$ cat config.mk
export PLATFORM = sky130hd
export DESIGN_NAME = double_ended_queue
export DESIGN_NICKNAME = d
export VERILOG_FILES = /design/src/rtl/core/deq_pkg.sv /design/src/rtl/core/deq_ram.sv /design/src/rtl/core/deq_ptr.sv /design/src/rtl/core/double_ended_queue.sv
export VERILOG_INCLUDE_DIRS = /design/src /design/src/rtl/core
export SDC_FILE = /design/constraint.sdc
export NUM_CORES = 1
export LEC_CHECK = 0
export BUFFER_PORTS_ARGS = -buffer_cell sky130_fd_sc_hd__buf_2
export CORE_MARGIN = 5
export CORE_UTILIZATION = 35
export CTS_BUF_LIST = sky130_fd_sc_hd__clkbuf_4 sky130_fd_sc_hd__clkbuf_8
export CTS_CLUSTER_DIAMETER = 60
export DETAILED_ROUTE_END_ITERATION = 12
export GPL_TIMING_DRIVEN = 0
export SLEW_MARGIN = 20
export SYNTH_ARGS = -nofsm -noshare
export SYNTH_HDL_FRONTEND = slang
export SYNTH_HIERARCHICAL = 1
export SYNTH_SLANG_ARGS = --single-unit
export TNS_END_PERCENT = 1
$ cat constraint.sdc
create_clock -name aclk -period 10.5 [get_ports aclk]
set_clock_uncertainty 0.2 [all_clocks]
set_input_delay 1.05 -clock aclk [delete_from_list [all_inputs] [get_ports aclk]]
set_output_delay 1.05 -clock aclk [all_outputs]
set_load 0.02 [all_outputs]
$ cat src/rtl/core/double_ended_queue_defines.svh
// Assertion macros shared by the deque RTL.
// Included by files that carry concurrent checks; no other dependencies.
`ifndef DOUBLE_ENDED_QUEUE_DEFINES_SVH
`define DOUBLE_ENDED_QUEUE_DEFINES_SVH

// Same-cycle implication, disabled while reset is asserted.
`define DEQ_ASSERT_SAME(lbl, clk, rstn, ante, cons) \
    lbl: assert property (@(posedge clk) disable iff (!(rstn)) (ante) |-> (cons)) \
        else $error("deque check failed");

// Next-cycle implication, disabled while reset is asserted.
`define DEQ_ASSERT_NEXT(lbl, clk, rstn, ante, cons) \
    lbl: assert property (@(posedge clk) disable iff (!(rstn)) (ante) |=> (cons)) \
        else $error("deque check failed");

`endif

$ cat src/rtl/core/deq_pkg.sv
// Shared types and constants for the double-ended queue.
// No dependencies.
package deq_pkg;

    localparam int unsigned DATA_W = 32;
    localparam int unsigned OP_W   = 2;
    localparam int unsigned STAT_W = 2;
    localparam int unsigned OCC_W  = 5;

    typedef enum logic [OP_W-1:0] {
        OP_PUSH_FRONT = 2'd0,
        OP_PUSH_BACK  = 2'd1,
        OP_POP_FRONT  = 2'd2,
        OP_POP_BACK   = 2'd3
    } opcode_t;

    typedef enum logic [STAT_W-1:0] {
        ST_OK    = 2'd0,
        ST_EMPTY = 2'd1,
        ST_FULL  = 2'd2
    } status_t;

    typedef enum logic [1:0] {
        FSM_ACCEPT = 2'b01,
        FSM_READ   = 2'b10
    } fsm_state_t;

    // Decision of the pointer unit for the operation on the input port
    typedef struct packed {
        status_t status;
        logic    wr_issue;
        logic    rd_issue;
    } deq_resp_t;

endpackage

$ cat src/rtl/core/deq_ram.sv
// Single-port slot store with registered read data.
// Uses deq_pkg for the data width.
module deq_ram #(
    parameter int unsigned DEPTH = 16,
    parameter int unsigned IDX_W = 4
) (
    input  logic                               aclk,
    input  logic                               wr_en,
    input  logic                               rd_en,
    input  logic [IDX_W-1:0]                   addr,
    input  logic signed [deq_pkg::DATA_W-1:0]  wr_data,
    output logic signed [deq_pkg::DATA_W-1:0]  rd_data
);

    logic signed [deq_pkg::DATA_W-1:0] mem [DEPTH];
    logic signed [deq_pkg::DATA_W-1:0] rd_data_reg;

    always_ff @(posedge aclk) begin
        if (wr_en) begin
            mem[addr] <= wr_data;
        end
        if (rd_en) begin
            rd_data_reg <= mem[addr];
        end
    end

    assign rd_data = rd_data_reg;

endmodule

$ cat src/rtl/core/deq_ptr.sv
// Head, tail and count registers of the deque; decodes each operation.
// Uses deq_pkg and the assertion macros in double_ended_queue_defines.svh.
`include "double_ended_queue_defines.svh"

module deq_ptr #(
    parameter int unsigned DEPTH = 16,
    parameter int unsigned IDX_W = 4,
    parameter int unsigned CNT_W = 5
) (
    input  logic                          aclk,
    input  logic                          aresetn,
    input  logic                          take,
    input  logic [deq_pkg::OP_W-1:0]      opcode,
    output deq_pkg::deq_resp_t            resp,
    output logic [IDX_W-1:0]              mem_addr,
    output logic [CNT_W-1:0]              count_after
);

    logic [IDX_W-1:0] head_reg, head_next;
    logic [IDX_W-1:0] tail_reg, tail_next;
    logic [CNT_W-1:0] count_reg, count_next;
    logic [IDX_W-1:0] head_prev, head_succ, tail_prev, tail_succ;
    logic             full, empty;
    logic             push_take;

    // ring wrap in both directions; DEPTH need not be a power of two
    assign head_prev = (head_reg == '0) ? IDX_W'(DEPTH - 1) : head_reg - 1'b1;
    assign head_succ = (head_reg == IDX_W'(DEPTH - 1)) ? '0 : head_reg + 1'b1;
    assign tail_prev = (tail_reg == '0) ? IDX_W'(DEPTH - 1) : tail_reg - 1'b1;
    assign tail_succ = (tail_reg == IDX_W'(DEPTH - 1)) ? '0 : tail_reg + 1'b1;

    assign full  = (count_reg == CNT_W'(DEPTH));
    assign empty = (count_reg == '0);

    always_comb begin
        head_next     = head_reg;
        tail_next     = tail_reg;
        count_next    = count_reg;
        mem_addr      = head_reg;
        resp.status   = deq_pkg::ST_OK;
        resp.wr_issue = 1'b0;
        resp.rd_issue = 1'b0;
        unique case (deq_pkg::opcode_t'(opcode))
            deq_pkg::OP_PUSH_FRONT: begin
                if (full) begin
                    resp.status = deq_pkg::ST_FULL;
                end else begin
                    resp.wr_issue = 1'b1;
                    mem_addr      = head_prev;
                    head_next     = head_prev;
                    count_next    = count_reg + 1'b1;
                end
            end
            deq_pkg::OP_PUSH_BACK: begin
                if (full) begin
                    resp.status = deq_pkg::ST_FULL;
                end else begin
                    resp.wr_issue = 1'b1;
                    mem_addr      = tail_reg;
                    tail_next     = tail_succ;
                    count_next    = count_reg + 1'b1;
                end
            end
            deq_pkg::OP_POP_FRONT: begin
                if (empty) begin
                    resp.status = deq_pkg::ST_EMPTY;
                end else begin
                    resp.rd_issue = 1'b1;
                    mem_addr      = head_reg;
                    head_next     = head_succ;
                    count_next    = count_reg - 1'b1;
                end
            end
            deq_pkg::OP_POP_BACK: begin
                if (empty) begin
                    resp.status = deq_pkg::ST_EMPTY;
                end else begin
                    resp.rd_issue = 1'b1;
                    mem_addr      = tail_prev;
                    tail_next     = tail_prev;
                    count_next    = count_reg - 1'b1;
                end
            end
            default: begin
                resp.status = deq_pkg::ST_OK;
            end
        endcase
    end

    assign count_after = count_next;
    assign push_take   = take && resp.wr_issue;

    always_ff @(posedge aclk) begin
        if (!aresetn) begin
            head_reg  <= '0;
            tail_reg  <= '0;
            count_reg <= '0;
        end else if (take) begin
            head_reg  <= head_next;
            tail_reg  <= tail_next;
            count_reg <= count_next;
        end
    end

    `DEQ_ASSERT_SAME(a_count_bound, aclk, aresetn, 1'b1, count_reg <= CNT_W'(DEPTH))
    `DEQ_ASSERT_SAME(a_empty_ptrs, aclk, aresetn, count_reg == '0, head_reg == tail_reg)
    `DEQ_ASSERT_NEXT(a_push_count, aclk, aresetn, push_take, count_reg == $past(count_reg) + 1'b1)

endmodule

$ cat src/rtl/core/double_ended_queue.sv
// Bounded double-ended queue of signed 32-bit values, DEPTH entries deep, held in a
// single-port synchronous RAM addressed as a ring by head and tail pointers with an
// occupancy count. Each input transfer carries an opcode (push front, push back, pop
// front, pop back) and a value; each produces exactly one result transfer holding the
// popped value (zero unless a pop succeeded), a status (ok, pop from empty, push into
// full) and the occupancy after the operation, taken modulo 32. Refused operations
// leave the state untouched. Timing: a push, or any refused operation, posts its result
// into the output register directly from FSM_ACCEPT; a successful pop passes through
// FSM_READ, because the RAM read data is registered and input acceptance pauses while
// in that state. The result sits in an output register, so a new input transfer is taken
// in the same cycle the previous result is taken downstream. No clearing pass is needed
// after reset. Depends on deq_pkg, deq_ptr, deq_ram and double_ended_queue_defines.svh.
`include "double_ended_queue_defines.svh"

module double_ended_queue #(
    parameter int unsigned DEPTH = 16
) (
    input  logic                               aclk,
    input  logic                               aresetn,
    // input channel
    input  logic                               s_valid,
    output logic                               s_ready,
    input  logic [deq_pkg::OP_W-1:0]           s_opcode,
    input  logic signed [deq_pkg::DATA_W-1:0]  s_push_value,
    // result channel
    output logic                               m_valid,
    input  logic                               m_ready,
    output logic signed [deq_pkg::DATA_W-1:0]  m_pop_value,
    output logic [deq_pkg::STAT_W-1:0]         m_status,
    output logic [deq_pkg::OCC_W-1:0]          m_occupancy
);

    localparam int unsigned IDX_W = (DEPTH > 1) ? $clog2(DEPTH) : 1;
    localparam int unsigned CNT_W = $clog2(DEPTH + 1);

    deq_pkg::fsm_state_t state_reg, state_next;

    logic                              m_valid_reg, m_valid_next;
    logic signed [deq_pkg::DATA_W-1:0] m_pop_value_reg, m_pop_value_next;
    deq_pkg::status_t                  m_status_reg, m_status_next;
    logic [deq_pkg::OCC_W-1:0]         m_occupancy_reg, m_occupancy_next;

    deq_pkg::deq_resp_t                resp;
    logic [IDX_W-1:0]                  mem_addr;
    logic [CNT_W-1:0]                  count_after;
    logic signed [deq_pkg::DATA_W-1:0] rd_data;
    logic                              take;
    logic                              m_stall;

    // Input is taken only when no RAM read is outstanding and the output
    // register is empty or being emptied in this cycle.
    assign s_ready = (state_reg == deq_pkg::FSM_ACCEPT) && (!m_valid_reg || m_ready);
    assign take    = s_valid && s_ready;

    // pointer / count unit: decides the operation and the slot it touches
    deq_ptr #(
        .DEPTH (DEPTH),
        .IDX_W (IDX_W),
        .CNT_W (CNT_W)
    ) u_ptr (
        .aclk        (aclk),
        .aresetn     (aresetn),
        .take        (take),
        .opcode      (s_opcode),
        .resp        (resp),
        .mem_addr    (mem_addr),
        .count_after (count_after)
    );

    // slot store; at most one access per transfer, never a read and a write together
    deq_ram #(
        .DEPTH (DEPTH),
        .IDX_W (IDX_W)
    ) u_ram (
        .aclk    (aclk),
        .wr_en   (take && resp.wr_issue),
        .rd_en   (take && resp.rd_issue),
        .addr    (mem_addr),
        .wr_data (s_push_value),
        .rd_data (rd_data)
    );

    // Result sequencing. A successful pop parks in FSM_READ for the RAM's
    // read latency; everything else posts its result straight away.
    always_comb begin
        state_next       = state_reg;
        m_valid_next     = m_valid_reg;
        m_pop_value_next = m_pop_value_reg;
        m_status_next    = m_status_reg;
        m_occupancy_next = m_occupancy_reg;
        unique case (state_reg)
            deq_pkg::FSM_ACCEPT: begin
                if (m_valid_reg && m_ready) begin
                    m_valid_next = 1'b0;
                end
                if (take) begin
                    m_status_next    = resp.status;
                    m_occupancy_next = deq_pkg::OCC_W'(count_after);
                    if (resp.rd_issue) begin
                        state_next = deq_pkg::FSM_READ;
                    end else begin
                        m_valid_next     = 1'b1;
                        m_pop_value_next = '0;
                    end
                end
            end
            deq_pkg::FSM_READ: begin
                // output register is known empty here
                m_pop_value_next = rd_data;
                m_valid_next     = 1'b1;
                state_next       = deq_pkg::FSM_ACCEPT;
            end
            default: begin
                state_next = deq_pkg::FSM_ACCEPT;
            end
        endcase
    end

    always_ff @(posedge aclk) begin
        if (!aresetn) begin
            state_reg   <= deq_pkg::FSM_ACCEPT;
            m_valid_reg <= 1'b0;
        end else begin
            state_reg   <= state_next;
            m_valid_reg <= m_valid_next;
        end
    end

    // payload: no reset needed
    always_ff @(posedge aclk) begin
        m_pop_value_reg <= m_pop_value_next;
        m_status_reg    <= m_status_next;
        m_occupancy_reg <= m_occupancy_next;
    end

    assign m_valid     = m_valid_reg;
    assign m_pop_value = m_pop_value_reg;
    assign m_status    = m_status_reg;
    assign m_occupancy = m_occupancy_reg;

    // result waiting on the receiver
    assign m_stall = m_valid && !m_ready;

    `DEQ_ASSERT_SAME(a_read_blocks_input, aclk, aresetn, state_reg == deq_pkg::FSM_READ, !s_ready)
    `DEQ_ASSERT_NEXT(a_read_posts_result, aclk, aresetn, state_reg == deq_pkg::FSM_READ, m_valid)
    `DEQ_ASSERT_NEXT(a_result_held, aclk, aresetn, m_stall, m_valid && $stable(m_pop_value))

endmodule
==> qor.yml, run 1 <==
dp_slack_ps: 5360
vias: 11900
drv_slew: 0
cts.sinks: 599
wire_per_inst_um: 23.1
start_kind: "flip-flop"
yosysUniqueCellTypes: 61
syn-mean-instance-area_um2: 20.4
setup.worst_path.class: "flip-flop to flip-flop"
outcome: "complete, no violations"
ys_seq_area_frac: 0.769
first_pass_iters: 5
dp.cells: 2120
fin_ws_ps: 5570
antenna_found_initial: 3
setup_viol: 0
rr_endpoint: "u_ram/mem[2][16]$_DFFE_PP_"
die_w_um: 267
routedLengthMet1_um: 23700
dp_hpwl_um: 34800
largest_register_ffs: 512
holdBufCountCts: 0
via_per_inst: 5.20
synth-async-reset-ratio: 0
clk_latency_ps: 700
fin_cells: 2292
synth_edf_count: 583
cts_root_buf: "clkbuf_8"
highest_layer: "met5"
tritoncts: "done"
ir_drop_uv: 106
cp-end-kind: "flip-flop"
ioPinCount: 79
cts_buffers: 96
worstHoldStart: "state_reg[1]$_SDFFE_PN0P_"
min_path_type: "flip-flop to flip-flop"
fmax_mhz: 203
synthCells: 1137
cpPeakStageDelay_ps: 750
reg2regPathDepth: 13
layout_min_cycle_time_ps: 4930
rr_startpoint: "u_ptr/count_reg[0]$_SDFFE_PN0P_"
grt_pass1_wl_um: 79200
cts.path.max_buffers: 3
layout-drive-gt1-share: 0.320
drcViolationCount: 0
utilization: 0.417
rows: 94
syn_area_um2: 23200
cp.required_ps: 10670
synth_ff_type: "edfxtp_1"
r2r_setup_slack_ps: 5570
critPathArrivalTime_ps: 5100
fillerInstances: 5727
first_global_vias: 12300
max_slew_margin: 0.264
met3RoutedLength_um: 3250
power.density_nw_per_um2: 224
initial_utilization: 0.353
path_clk_slew_ps: 60
path_common_cell: "nand2_1"
finalWirelength_um: 53000
die_h_um: 267
hold_violations: 0
ant_nets: 0
dr.first_iter.drc_count: 943
max-cap-violations: 0
fin_nets: 1400
dieArea_um2: 71500
gp_congestion: 0.798
holdPathEnd: "state_reg[1]$_SDFFE_PN0P_"
path_cells: "inv_1 > ha_1 > nor3b_2 > nand2_1 > nand2_1 > a32oi_1 > o31ai_1 > buf_2 > buf_4 > clkbuf_1 > nand2b_1 > nor2_4 > buf_12"
core_area_um2: 65700
dr_wl_met2_um: 25000
grt_overflow: 0
power.total_mw: 6.15
critPathMaxFanout: 18
synthesis.nets: 1183
grt_max_degree: 33
post-cts-setup-buffer-count: 0
slowest_stage: "nor2_4"
tightest_slew_ps: 1090
synth_seq_cells: 599
rsz0062_at_grt: "false"
fin_crit_sh: 0.470
grt_use_total: 0.149
cts_htree_levels: 3
ys_warn_count: 6
io_buffers: 78
tns_ps: 0
syn_to_final_growth_pct: 18.2
min_path_cells: 2
cts_resized: 0
p_leak_nw: 8.88
-- cell usage in the layout (no fill, tap or decap), types with 3 or more instances in the layout --
| master | netlist | final |
|---|---|---|
| nor2_4 | 0 | 12 |
| buf_16 | 0 | 20 |
| o21ai_0 | 21 | 20 |
| and2_1 | 34 | 34 |
| nand2_1 | 49 | 49 |
| a21oi_1 | 21 | 21 |
| clkbuf_2 | 3 | 3 |
| clkinv_2 | 0 | 11 |
| buf_4 | 2 | 17 |
| nor2_1 | 28 | 16 |
| clkbuf_8 | 0 | 96 |
| nand3b_1 | 3 | 3 |
| buf_12 | 0 | 3 |
| a31oi_1 | 4 | 4 |
| xnor2_1 | 6 | 6 |
| edfxtp_1 | 583 | 583 |
| clkbuf_4 | 0 | 32 |
| a22oi_1 | 66 | 66 |
| dfxtp_1 | 16 | 16 |
| buf_6 | 7 | 10 |
| clkbuf_1 | 35 | 35 |
| o211ai_1 | 6 | 6 |
| nor2b_1 | 8 | 8 |
| and3_1 | 4 | 4 |
| nor3_1 | 9 | 5 |
| ha_1 | 8 | 8 |
| nand2b_1 | 5 | 5 |
| mux4_2 | 128 | 128 |
| nor3_2 | 2 | 6 |
| buf_2 | 15 | 93 |
| nand4_1 | 3 | 3 |
| inv_1 | 19 | 19 |
| clkinv_1 | 0 | 22 |
| nand3_1 | 8 | 8 |
-- worst max-delay path by stage --
| stage | slack [ps] | from | cells past startpoint | end |
|---|---|---|---|---|
| after CTS | 5690 | u_ptr/count_reg[0]$_SDFFE_PN0P_ | 13 | u_ram/mem[2][16]$_DFFE_PP_ |
| after global routing | 5450 | u_ptr/count_reg[0]$_SDFFE_PN0P_ | 13 | u_ram/mem[2][16]$_DFFE_PP_ |
| after global placement | 2050 | s_opcode[1] | 9 | u_ram/mem[0][13]$_DFFE_PP_ |
| after detailed placement | 5360 | s_opcode[1] | 13 | u_ram/mem[2][15]$_DFFE_PP_ |
| after floorplan | 5170 | s_opcode[1] | 8 | u_ram/mem[0][0]$_DFFE_PP_ |
| final | 5570 | u_ptr/count_reg[0]$_SDFFE_PN0P_ | 13 | u_ram/mem[2][16]$_DFFE_PP_ |
-- per-stage QoR --
step	hold slack [ps]	instance area [µm²]
after floorplan	252	23200
after global placement	262	24700
after detailed placement	278	25500
after CTS	290	27400
after global routing	324	27400
final	282	27400
-- metal layers --
layer	track usage	vias up
met1	0.214	6280
met4	0.0380	2
met5	0	-
met2	0.235	410
li1	-	5140
met3	0.0299	93
-- power by group --
group	internal (mW)	leakage [nW]	switching (mW)	total [mW]
Clock	1.03	0.984	0.903	1.93
Sequential	2.81	5.42	0.0434	2.86
Combinational	0.554	2.47	0.806	1.36
-- kinds of logic (layout without fill, tap and decap cells) --
family	after synthesis	in the layout	share of synthesized area
flip-flops	599	599	0.769
AND/OR/NAND/NOR	169	169	0.0392
adder cells (fa/ha/maj)	8	8	0.00432
buffers and inverters	81	371	0.0167
XOR/XNOR	7	7	0.00264
other	0	1	0
multiplexers	131	131	0.126
AO/OA/AOI/OAI	142	142	0.0430
-- worst max-delay path: cells and delay by family, from the launching register on --
kind                       cells  cell delay (ps)
and+or+nand+nor                5             1960
buffers and inverters          5             1600
DFF                            1              380
adders and majority gates      1              310
AOI/OAI and AO/OA              2              140
-- cells in the mapped netlist (3+ instances only) --
library cell / number / area [µm²]
o211ai_1: 6 / 45.0
inv_1: 19 / 71.3
edfxtp_1: 583 / 17500
nor2b_1: 8 / 50.1
o21ai_0: 21 / 105
nand3b_1: 3 / 22.5
ha_1: 8 / 100
dfxtp_1: 16 / 320
a21oi_1: 21 / 105
nand4_1: 3 / 18.8
buf_2: 15 / 75.1
and3_1: 4 / 25.0
nand2_1: 49 / 184
clkbuf_2: 3 / 15.0
clkbuf_1: 35 / 131
nand3_1: 8 / 40.0
mux4_2: 128 / 2880
buf_6: 7 / 78.8
a22oi_1: 66 / 495
a31oi_1: 4 / 25.0
xnor2_1: 6 / 52.6
nor2_1: 28 / 105
nor3_1: 9 / 45.0
and2_1: 34 / 213
nand2b_1: 5 / 31.3
-- area by class of cell --
cell class | instances | area, µm² | share of cell area
Timing Repair Buffer | 119 | 1150 | 0.0419
Clock inverter | 43 | 300 | 0.0110
Multi-Input combinational cell | 457 | 5100 | 0.186
Inverter | 19 | 71.3 | 0.00260
Tap cell | 864 | 1080 | 0.0394
Sequential cell | 599 | 17800 | 0.650
Buffer | 62 | 315 | 0.0115
Clock buffer | 128 | 1560 | 0.0570
Antenna cell | 1 | 2.50 | 0.0000913
Power figures use the tool's default switching activity.
==> inputs of run 2 (changes only) <==
--- a/config.mk
+++ b/config.mk
@@ -6,6 +6,7 @@
 export SDC_FILE = /design/constraint.sdc
 export NUM_CORES = 1
 export LEC_CHECK = 0
+export ABC_AREA = 1
 export BUFFER_PORTS_ARGS = -buffer_cell sky130_fd_sc_hd__buf_2
 export CORE_MARGIN = 5
 export CORE_UTILIZATION = 35
==> constraint.sdc (replaced) <==
create_clock -name aclk -period 5.1 [get_ports aclk]
set_clock_uncertainty 0.2 [all_clocks]
set_input_delay 0.51 -clock aclk [delete_from_list [all_inputs] [get_ports aclk]]
set_output_delay 0.51 -clock aclk [all_outputs]
set_load 0.02 [all_outputs]
==> run 2 against run 1 <==
Die area up 9.9%. Sequential share of layout area down 5.8 points. Highest routed layer is now met4. Combinational power rose to 2.9 times the previous value. Sequential power up 110%. Final cell count up 64%. Area after synthesis up 10%. Clock-buffer cell count down 1. Cell area up 9.8%. Global-route usage up 1.8 points. Core utilization down 0.30 points. Wire length up 24%.
==> qor.yml, run 2 <==
outcome: "complete, no violations"
synth_fa_ha_area_frac: 0.00391
vias: 17100
largest_register_ffs: 512
grt_max_degree: 22
grt_overflow: 0
cts_buffers: 100
worstHoldStart: "s_opcode[1]"
synthCells: 2484
fmax_mhz: 216
critPathBufInv: 4
via_per_inst: 4.57
grt_pass1_wl_um: 99800
synth-async-reset-ratio: 0
setup.worst_path.class: "flip-flop to flip-flop"
p_comb_frac: 0.281
cp.required_ps: 5270
die_h_um: 280
critPathArrivalTime_ps: 4800
synth_area_leaders: "edfxtp_1, nand2_1, inv_1"
final_area_um2: 30100
core_area_um2: 72700
tightest_slew_ps: 1150
synth_mux_area_frac: 0
reg2regPathDepth: 12
rows: 99
synthesis.nets: 2530
cts.path.max_buffers: 3
max-cap-violations: 0
sw_frac_of_total: 0.341
synth_top_family_by_area: "simple AND/OR/NAND/NOR gates"
hold_violations: 0
layout_min_cycle_time_ps: 4620
wire_per_inst_um: 17.5
fin_nets: 2764
dieArea_um2: 78600
first_global_vias: 16600
ys_seq_area_frac: 0.697
rr_endpoint: "u_ram/mem[4][12]$_DFFE_PP_"
min_path_cells: 3
final_common_cell: "nand2_1"
yosys.area_share.simple: 0.239
cpPeakStageDelay_ps: 950
synth_common_cells: "nand2_1, edfxtp_1, inv_1"
io_buffers: 77
yosysMostFrequentCell: "nand2_1"
clkPwrFrac: 0.294
cts_root_buf: "clkbuf_8"
synth_seq_cells: 599
yosys.area.top_type: "edfxtp_1"
dr.first_iter.drc_count: 1312
initial_utilization: 0.352
synth_compound_gate_area_share: 0.00768
layout_common_cells: "nand2_1, edfxtp_1, inv_1"
cts.sinks: 599
seqPwrFrac: 0.424
rr_startpoint: "u_ptr/count_reg[0]$_SDFFE_PN0P_"
syn_to_final_growth_pct: 17.6
holdPathEnd: "m_occupancy[1]$_DFFE_PP_"
start_kind: "flip-flop"
slowest_stage: "nor2_1"
ioPinCount: 79
fin_crit_sh: 0.907
drv_slew: 0
critical_path.top_delay_family: "simple AND/OR/NAND/NOR gates"
ant_nets: 0
p_int_mw: 9.21
syn-mean-instance-area_um2: 10.3
synth_edf_count: 583
netlist.area_leader.share: 0.684
clk_latency_ps: 700
drcViolationCount: 0
path_clk_slew_ps: 60
synthXorXnorAreaFrac: 0.00205
grt_use_total: 0.167
min_path_type: "primary input to flip-flop"
fillerInstances: 6924
switchingPower_mw: 4.77
utilization: 0.414
synth_ff_type: "edfxtp_1"
die_w_um: 280
first_pass_iters: 5
tritoncts: "done"
r2r_setup_slack_ps: 480
syn_area_um2: 25600
fin_cells: 3754
power.density_nw_per_um2: 464
dp_hpwl_um: 43800
critPathMaxFanout: 17
cts_htree_levels: 3
rsz0062_at_grt: "false"
finalWirelength_um: 65700
ys_warn_count: 6
ir_drop_uv: 300
cts_resized: 0
path_common_cell: "inv_1"
p_leak_nw: 12.9
setup_viol: 0
dp.cells: 3541
path_cells: "inv_1 > ha_1 > nand2_2 > nor3_2 > nand2_1 > nand3_1 > nand4_1 > nor2_1 > buf_2 > inv_1 > nor2_4 > buf_16"
dpl_cell_area_um2: 27800
max_slew_margin: 0.230
yosysUniqueCellTypes: 36
cp-end-kind: "flip-flop"
gp_congestion: 0.807
layout-drive-gt1-share: 0.142
antenna_found_initial: 2
run 2: cell type report:
class	count	area, µm²	share of cell area
clock inverter	51	342	0.0114
buffer	107	728	0.0242
multi-input combinational	1627	6590	0.219
inverter	151	574	0.0191
antenna	1	2.50	0.0000832
sequential	599	17800	0.592
clock buffer	127	1590	0.0527
timing repair buffer	132	1240	0.0413
tap	959	1200	0.0399
run 2: logic make-up (layout without fill, tap and decap cells):
kind of cell	after synthesis	in the layout
AOI/OAI and AO/OA	36	36
xor gates and xnor gates	6	6
adders and majority gates	8	8
buffers and inverters	258	568
DFF	599	599
other	0	1
and+or+nand+nor	1577	1577
run 2: routing by layer:
| layer | track usage | vias to the layer above | part of all wire |
|---|---|---|---|
| li1 | - | 8464 | - |
| met5 | 0 | - | 0 |
| met1 | 0.225 | 7994 | 0.43 |
| met3 | 0.0332 | 122 | 0.072 |
| met2 | 0.275 | 560 | 0.47 |
| met4 | 0.0503 | 0 | 0.028 |
run 2: power by group through the flow:
stage	logic, mW	clock network [mW]	registers, mW
2_1_floorplan	2.31	0	6.18
3_3_place_gp	3.75	0	6.07
3_5_place_dp	3.92	0	6.04
4_1_cts	3.96	4.22	5.94
5_1_grt	4.39	4.44	5.96
6_report	3.93	4.11	5.93
run 2: per-stage QoR:
step / hold WS [ps] / setup TNS (ps) / worst slack (ps) / power (mW)
final: 63.6 / 0 / 477 / 14.0
after global routing: 27.2 / 0 / 264 / 14.8
after CTS: 12.6 / 0 / 520 / 14.1
after detailed placement: 265 / 0 / 529 / 9.96
after global placement: 258 / -571430 / -1370 / 9.81
after floorplan: 244 / 0 / 1210 / 8.49
run 2: tightest hold or removal path, cell delays in order:
cell	delay, ps
buf_4	160
nand2_1	90
nand2_1	70
run 2: worst max path at each step:
stage | cells past startpoint | from | end
2_1_floorplan | 14 | u_ptr/count_reg[0]$_SDFFE_PN0P_ | u_ram/mem[5][0]$_DFFE_PP_
3_3_place_gp | 11 | u_ptr/count_reg[0]$_SDFFE_PN0P_ | u_ram/mem[4][12]$_DFFE_PP_
3_5_place_dp | 12 | u_ptr/count_reg[0]$_SDFFE_PN0P_ | u_ram/mem[4][12]$_DFFE_PP_
4_1_cts | 12 | u_ptr/count_reg[0]$_SDFFE_PN0P_ | u_ram/mem[4][12]$_DFFE_PP_
5_1_grt | 12 | u_ptr/count_reg[0]$_SDFFE_PN0P_ | u_ram/mem[4][12]$_DFFE_PP_
6_report | 12 | u_ptr/count_reg[0]$_SDFFE_PN0P_ | u_ram/mem[4][12]$_DFFE_PP_
run 2: repair_timing:
action,CTS,global route
endpoints found under the setup margin,0,0
buffers inserted,0,0
endpoints found under the hold margin,466,0
hold buffers,34,0
